`config.mk`:
```
export PLATFORM = sky130hd
export DESIGN_NAME = mp4stl_div
export DESIGN_NICKNAME = d
export VERILOG_FILES = /design/src/rtl/mp4_sample_table_locator_unit_macros.svh /design/src/rtl/mp4stl_pkg.sv /design/src/rtl/mp4stl_div.sv
export SDC_FILE = /design/constraint.sdc
export NUM_CORES = 1
export LEC_CHECK = 0
export ABC_AREA = 1
export BUFFER_PORTS_ARGS = -buffer_cell sky130_fd_sc_hd__buf_2
export CAP_MARGIN = 20
export CORE_MARGIN = 5
export CORE_UTILIZATION = 55
export DETAILED_ROUTE_END_ITERATION = 8
export PLACE_DENSITY = 0.82
export SYNTH_ARGS = -nofsm -noshare
export SYNTH_HDL_FRONTEND = slang
export SYNTH_SLANG_ARGS = --single-unit
```
`constraint.sdc`:
```
create_clock -name clk_i -period 3.2 [get_ports clk_i]
set_input_delay 0.16 -clock clk_i [delete_from_list [all_inputs] [get_ports clk_i]]
set_output_delay 0.16 -clock clk_i [all_outputs]
set_load 0.01 [all_outputs]
```
`src/rtl/mp4_sample_table_locator_unit_macros.svh`:
```
// Assertion macros shared by the sample table locator RTL.
`ifndef MP4_SAMPLE_TABLE_LOCATOR_UNIT_MACROS_SVH
`define MP4_SAMPLE_TABLE_LOCATOR_UNIT_MACROS_SVH

// Same-cycle implication, sampled on clk_i and disabled in reset.
`define MP4STL_ASSERT_IMP(lbl, ante, cons) \
  lbl: assert property (@(posedge clk_i) disable iff (!rst_ni) (ante) |-> (cons)) \
    else $error("mp4stl: assertion failed");

// Next-cycle implication, sampled on clk_i and disabled in reset.
`define MP4STL_ASSERT_NXT(lbl, ante, cons) \
  lbl: assert property (@(posedge clk_i) disable iff (!rst_ni) (ante) |=> (cons)) \
    else $error("mp4stl: assertion failed");

`endif

```
`src/rtl/mp4stl_pkg.sv`:
```
// Shared constants, codes and types of the sample table locator.
package mp4stl_pkg;

  localparam int unsigned MAP_DEPTH   = 64;
  localparam int unsigned CHUNK_DEPTH = 1024;
  localparam int unsigned SIZE_DEPTH  = 4096;
  localparam int unsigned TIME_DEPTH  = 64;

  localparam int unsigned PAIR_DEPTH = MAP_DEPTH + TIME_DEPTH;
  localparam int unsigned PAIR_AW    = $clog2(PAIR_DEPTH);
  localparam int unsigned WORD_DEPTH = SIZE_DEPTH + CHUNK_DEPTH;
  localparam int unsigned WORD_AW    = $clog2(WORD_DEPTH);
  localparam int unsigned LOOP_IW    =
    $clog2(MAP_DEPTH > TIME_DEPTH ? MAP_DEPTH : TIME_DEPTH);

  localparam logic [31:0] BASE_OFFSET = 32'd8;
  localparam logic [47:0] MAX48       = 48'hFFFF_FFFF_FFFF;

  localparam int unsigned DIV_NUM_W = 48;
  localparam int unsigned DIV_DEN_W = 32;
  localparam int unsigned DIV_CW    = $clog2(DIV_NUM_W + 1);

  localparam logic [2:0] MODE_LOAD_MAP   = 3'd0;
  localparam logic [2:0] MODE_LOAD_CHUNK = 3'd1;
  localparam logic [2:0] MODE_LOAD_SIZE  = 3'd2;
  localparam logic [2:0] MODE_LOAD_TIME  = 3'd3;
  localparam logic [2:0] MODE_SAMPLE_Q   = 3'd4;
  localparam logic [2:0] MODE_TIME_Q     = 3'd5;

  localparam logic [2:0] CFG_FIXED_SIZE    = 3'd0;
  localparam logic [2:0] CFG_MAP_ENTRIES   = 3'd1;
  localparam logic [2:0] CFG_CHUNK_ENTRIES = 3'd2;
  localparam logic [2:0] CFG_SIZE_ENTRIES  = 3'd3;
  localparam logic [2:0] CFG_TIME_ENTRIES  = 3'd4;

  localparam logic [1:0] ST_OK       = 2'd0;
  localparam logic [1:0] ST_NOTFOUND = 2'd1;
  localparam logic [1:0] ST_ERR      = 2'd2;

  typedef struct packed {
    logic                 start;
    logic [DIV_NUM_W-1:0] dividend;
    logic [DIV_DEN_W-1:0] divisor;
  } div_req_t;

  typedef struct packed {
    logic                 busy;
    logic                 done;
    logic [DIV_NUM_W-1:0] quot;
    logic [DIV_DEN_W-1:0] rem;
  } div_rsp_t;

endpackage

```
`src/rtl/mp4stl_div.sv`:
```
// Radix-2 restoring divider, one quotient bit per cycle.
module mp4stl_div (
  input  logic                clk_i,
  input  logic                rst_ni,
  input  mp4stl_pkg::div_req_t req_i,
  output mp4stl_pkg::div_rsp_t rsp_o
);

  logic                             busy_q, busy_d;
  logic [mp4stl_pkg::DIV_CW-1:0]    cnt_q, cnt_d;
  logic [mp4stl_pkg::DIV_NUM_W-1:0] quot_q, quot_d;
  logic [mp4stl_pkg::DIV_DEN_W-1:0] rem_q, rem_d;
  logic [mp4stl_pkg::DIV_DEN_W-1:0] den_q, den_d;
  logic [mp4stl_pkg::DIV_DEN_W:0]   trial;
  logic                             last;

  assign last  = (cnt_q == mp4stl_pkg::DIV_CW'(mp4stl_pkg::DIV_NUM_W));
  assign trial = {rem_q, quot_q[mp4stl_pkg::DIV_NUM_W-1]};

  always_comb begin
    busy_d = busy_q;
    cnt_d  = cnt_q;
    quot_d = quot_q;
    rem_d  = rem_q;
    den_d  = den_q;
    if (req_i.start) begin
      busy_d = 1'b1;
      cnt_d  = '0;
      quot_d = req_i.dividend;
      rem_d  = '0;
      den_d  = req_i.divisor;
    end else if (busy_q) begin
      if (last) begin
        busy_d = 1'b0;
      end else begin
        cnt_d = cnt_q + 1'b1;
        if (trial >= {1'b0, den_q}) begin
          rem_d  = mp4stl_pkg::DIV_DEN_W'(trial - {1'b0, den_q});
          quot_d = {quot_q[mp4stl_pkg::DIV_NUM_W-2:0], 1'b1};
        end else begin
          rem_d  = trial[mp4stl_pkg::DIV_DEN_W-1:0];
          quot_d = {quot_q[mp4stl_pkg::DIV_NUM_W-2:0], 1'b0};
        end
      end
    end
  end

  always_ff @(posedge clk_i or negedge rst_ni) begin
    if (!rst_ni) begin
      busy_q <= 1'b0;
      cnt_q  <= '0;
    end else begin
      busy_q <= busy_d;
      cnt_q  <= cnt_d;
    end
  end

  always_ff @(posedge clk_i) begin
    quot_q <= quot_d;
    rem_q  <= rem_d;
    den_q  <= den_d;
  end

  assign rsp_o.busy = busy_q;
  assign rsp_o.done = busy_q && last;
  assign rsp_o.quot = quot_q;
  assign rsp_o.rem  = rem_q;

endmodule
```
# Word-level counts from Yosys, hierarchy flattened
# Cells that the tools add are included.
# Widths: inputs -> output; s select.
# totals
ff_bits	119
latch_bits	0
mem_bits_rw	0
rom_bits	0
inputBits	83
out_inout_bits	82
elab_cells	26
memories	0
# op_classes
add_sub_neg	2
multipliers	0
div_mod_pow	0
n_lt_le_gt_ge	1
n_eq_ne	2
shifts	0
muxes	11
bitwise	1
reduce_logical	4
# op_table
op	n
$mux 48	3
$ge 33x32->1	1
$mux 32	1
$sub 32x32->32	1
$mux 6	3
$add 6x1->6 const B	1
$eq 6x6->1 const B	1
$mux 1	4
$reduce_and 2->1	2
$ne 2x2->1 const B	1
$reduce_bool 2->1	1
$logic_and 1x1->1	1
$not 1->1	1

# Depth between registers and ports, before layout
# logic_depth
word_depth	5
mapped_depth	17
depth_no_buf	16

# Worst setup path after synthesis
# OpenSTA, ideal clock, no wires.
# synth_timing
kind	flip-flop to flip-flop
start	register cnt_q[0] (netlist bit)
end	register quot_q[0] (netlist bit) (enable)
setup_ns	0.432
t_arrival_ns	2.538
required_ns	2.768
path_slack_ns	0.230
path_stages_with_launch	9
n_path_buf	1
period_less_slack_ns	2.970
cell_sequence	dfrtp_1 > inv_1 > ha_1 > nand3_1 > nand2_1 > inv_1 > nor2_2 > inv_1 > clkbuf_1
# synth_via
elab_chain_len	3
# synth_rtl
item	line_no	rtl
start, declared	mp4stl_div.sv:10	logic [mp4stl_pkg::DIV_CW-1:0] cnt_q, cnt_d;
start signal, assigned	mp4stl_div.sv:54	cnt_q <= cnt_d;
$eq 6x6->1	mp4stl_div.sv:17	assign last = (cnt_q == mp4stl_pkg::DIV_CW'(mp4stl_pkg::DIV_NUM_W));
$ne 2x2->1 (no source line)	-	
$reduce_and 2->1 (no source line)	-	
end signal, assigned	mp4stl_div.sv:59	quot_q <= quot_d;
end, declared	mp4stl_div.sv:11	logic [mp4stl_pkg::DIV_NUM_W-1:0] quot_q, quot_d;
# No other way between the ends.
# A chain may end at the register's enable or synchronous reset.

# Worst setup path after layout
# layout_timing
start	register rem_q[29] (netlist bit)
end	register rem_q[5] (netlist bit)
# layout_via
elab_chain_len	2
# layout_rtl
item	line_no	rtl
start, declared	mp4stl_div.sv:12	logic [mp4stl_pkg::DIV_DEN_W-1:0] rem_q, rem_d;
start signal, assigned	mp4stl_div.sv:60	rem_q <= rem_d;
$ge 33x32->1	mp4stl_div.sv:37	if (trial >= {1'b0, den_q}) begin
$mux 32	mp4stl_div.sv:37	
# No other way between the ends.

==> summary.md <==
| Metric | Value |
|---|---|
| Sequential-to-total area share from yosys stat | `42.6%` |
| Clk pwr share | `between 20% and 30%` |
| FMAX | `0.392 GHz` |
| Synth cell types | `34` |
| Initial antenna violation count | `0` |
| Drt first pass iters | `5` |
| Vias in the first global route | `7296` |
| Psw | `roughly 0.0032 W` |
| Avg WL per Cell | `14.5 um` |
| First-pass GRT wire length | `34800 um` |
| Reg clk slew, reported paths | `0.06 ns` |
| FF-to-FF setup slack | `0.65 ns` |
| Synth top area share | `31.8%` |
| Post-CTS sizing | `0` |
| RSZ-0062 raised after global routing | `no` |
| Final wirelength | `21200 um` |
| Hold Crit Class | `in2reg` |
| Period minus WS final | `around 2.6 ns` |
| Slew @ Worst Pin | `~0.86 ns` |
| Top FF cell, synth | `edfxtp_1` |
| CORE AREA | `13300 um2` |
| DIE HEIGHT | `127 um` |
| Synthesized instance count | `1065` |
| Port buffer count | `164` |
| I/O Pins | `165` |
| DR vias/cell | `4.95` |
| Kind of start point of the critical path | `flop` |
| Clock Latency Late Sink | `0.42 ns` |
| Clk buf depth | `2` |
| Mapped Area | `7560 um2` |
| Initial Utilization | `between 50 and 60%` |
| Hold_ws | `0.0145 ns` |
| Clock Sinks | `119` |
| Syn Nets | `1183` |
| Max_cap viols | `0` |
| DRC viols | `0` |
| Data arrival, critical path | `2.85 ns` |
| Flop pwr share | `28.9%` |
| Fin crit share | `79.8%` |
| Share of layout cells above drive strength 1 | `between 15 and 20%` |
| Critical path class | `reg2reg` |
| Detailed-route via count | `7261` |
| Diodes inserted | `0` |
| Gr ovfl total | `0` |
| Beginning of the worst register-to-register path | `rem_q[29]` |
| Leak | `5.27 nW` |
| TritonCTS clock tree | `yes` |
| CP Max Fanout | `19` |
| Layout Skew | `about 0.015 ns` |
| Worst R2R End | `rem_q[5]` |
| GRT Util Overall | `26.8%` |
| VDD IR-drop max | `424 uV` |
| Largest cells by area after synthesis | `edfxtp_1 (32%), nand2_1 (23%), inv_1 (9.3%)` |
| Synth cell count leaders | `nand2_1 (458), inv_1 (187), nand3_1 (83), edfxtp_1 (80), nor2_1 (42)` |
| CP endpoint kind | `flop` |
| Synth warnings | `0` |
| Synthesized area per cell | `7.09 um2` |
| Core Rows | `42` |
| Setup Viol. Count Final | `0` |
| H-tree levels | `4` |
| Post-synth top area cell | `edfxtp_1` |
| Hold Path Stages | `3` |
| Power Total | `0.00751 W` |
| Setup_tns | `0 ns` |
| Worst Min Path Start | `req_i[76]` |
| Status | `finished, final reports clean` |
| Synth async-reset ratio | `5.88%` |
| Final hold viol count | `0` |
| Worst relative slew slack | `~43%` |
| Root buffer cell | `clkbuf_16` |
| Hold Path End | `quot_q[44]` |
| Number of flops mapped to enable cells by yosys | `80` |
| Largest net degree at the start of global routing | `55` |
| Layout Area Growth over Synthesis | `26.5%` |
| RePlAce Congestion | `between 0.9 and 1` |
| Combinational share of power | `47.0%` |
| Worst-case reg-to-reg path depth | `12` |
| Antenna Violating Nets Remaining | `0` |
| Num CTS Buffers | `17` |
| Pint | `around 0.0043 W` |
| Die width | `127 um` |
| Most frequent cell after synthesis | `nand2_1` |
| CP required | `3.49 ns` |
| First DRT Iteration DRCs | `approximately 420` |
| Final-report max-slew violation count | `0` |
| Power per cell area | `between 700 and 800 nW/um2` |
| Dpl hpwl | `15700 um` |
| Sw frac | `42.5%` |
| Die area | `about 16000 um2` |
| #FFs+latches synth | `119` |
| Fin nets | `1395` |
[state kept, by name (all words and copies together) (netlist names)]
signal / cells
den_q: 32
quot_q: 48
rem_q: 32
busy_q: 1
cnt_q: 6
[critical path, cell delays in order (launching register included)]
cell and delay [ns]:
dfxtp_1 0.36, ha_1 0.39, nand2_1 0.15, inv_1 0.05, nand2_1 0.13, inv_1 0.05
a21oi_1 0.13, nand2_1 0.10, nor2_4 0.42, buf_4 0.33, nand3_1 0.11, nand3_1 0.11
o21ai_1 0.08
[per-layer routing]
metal / GRT usage [%] / up-vias / wire length, um / part of all wire [%]
met5: 0 / - / 0 / 0
met4: 8.90 / 0 / 503 / 2.4
met3: 7.64 / 44 / 1870 / 8.8
met2: 45.4 / 285 / 9990 / 47
met1: 33.1 / 3211 / 8860 / 42
li1: - / 3721 / - / -
[logic make-up after synthesis]
group | count (synthesis) | synth area share [%]
AO/OA/AOI/OAI | 46 | 3.28
buffers and inverters | 214 | 11.2
AND/OR/NAND/NOR | 637 | 35.4
XOR/XNOR | 14 | 1.62
adder cells (fa/ha/maj) | 35 | 5.90
flip-flops | 119 | 42.6
[layout by cell type, fill, tap and decap left out, types with 2 or more instances in the layout]
master | synthesis | final
a21oi_1 | 22 | 22
and2_1 | 4 | 4
buf_2 | 6 | 164
buf_4 | 2 | 6
clkbuf_16 | 0 | 17
clkinv_1 | 0 | 3
clkinv_4 | 0 | 6
clkinvlp_4 | 0 | 2
dfrtp_1 | 7 | 7
dfxtp_1 | 32 | 32
dlygate4sd3_1 | 0 | 48
edfxtp_1 | 80 | 80
ha_1 | 34 | 34
inv_1 | 187 | 186
inv_2 | 1 | 2
inv_6 | 0 | 2
nand2_1 | 458 | 458
nand2_2 | 7 | 7
nand2_4 | 2 | 2
nand3_1 | 83 | 83
nand3b_1 | 15 | 15
nand4_1 | 9 | 9
nor2_1 | 42 | 41
nor2_2 | 5 | 6
nor2_4 | 3 | 3
nor3_1 | 6 | 6
o21a_1 | 2 | 2
o21ai_0 | 8 | 8
o21ai_1 | 9 | 9
o21bai_1 | 3 | 3
xnor2_1 | 13 | 13
[what timing repair did]
action	CTS	global route
endpoints found under the hold margin	54	0
hold buffers	48	0
buffers inserted	0	0
[power by group through the flow]
stage / clock network (W) / logic, W / registers, W
final: 0.00181 / 0.00353 / 0.00217
after global routing: 0.00190 / 0.00401 / 0.00220
after CTS: 0.00182 / 0.00352 / 0.00217
after detailed placement: 0 / 0.00345 / 0.00219
after global placement: 0 / 0.00341 / 0.00218
after floorplan: 0 / 0.00248 / 0.00226
[how the worst max path moves through the flow]
| stage | startpoint | end | slack [ns] | cells past startpoint |
|---|---|---|---|---|
| final | rem_q[29] | rem_q[5] | 0.65 | 12 |
| after global routing | rem_q[29] | rem_q[28] | 0.43 | 14 |
| after CTS | rem_q[29] | rem_q[31] | 0.67 | 14 |
| after detailed placement | rem_q[29] | rem_q[0] | 0.69 | 12 |
| after global placement | rem_q[29] | rem_q[31] | 0.64 | 14 |
| after floorplan | cnt_q[0] | quot_q[0] | 0.23 | 8 |
[stage by stage]
| stage | worst slack, ns | instances | area [um2] | utilization, % |
|---|---|---|---|---|
| global route | 0.428 | 1466 | 9560 | 71.6 |
| floorplan | 0.230 | 1065 | 7560 | - |
| finish | 0.647 | 1466 | 9560 | 71.6 |
| CTS | 0.671 | 1466 | 9560 | 71.6 |
| global placement | 0.644 | 1386 | 8520 | 63.8 |
| detailed placement | 0.690 | 1386 | 8520 | 63.8 |
[area by class of cell]
type	instances	area, um2
well taps	176	220
flip-flops and latches	119	3220
repair buffers	219	1370
clock inverters	14	126
multi-input cells	732	3490
inverters	188	706
clock buffers	18	429
fillers	1106	3790
Note: power is estimated with default switching activity, not from simulation.
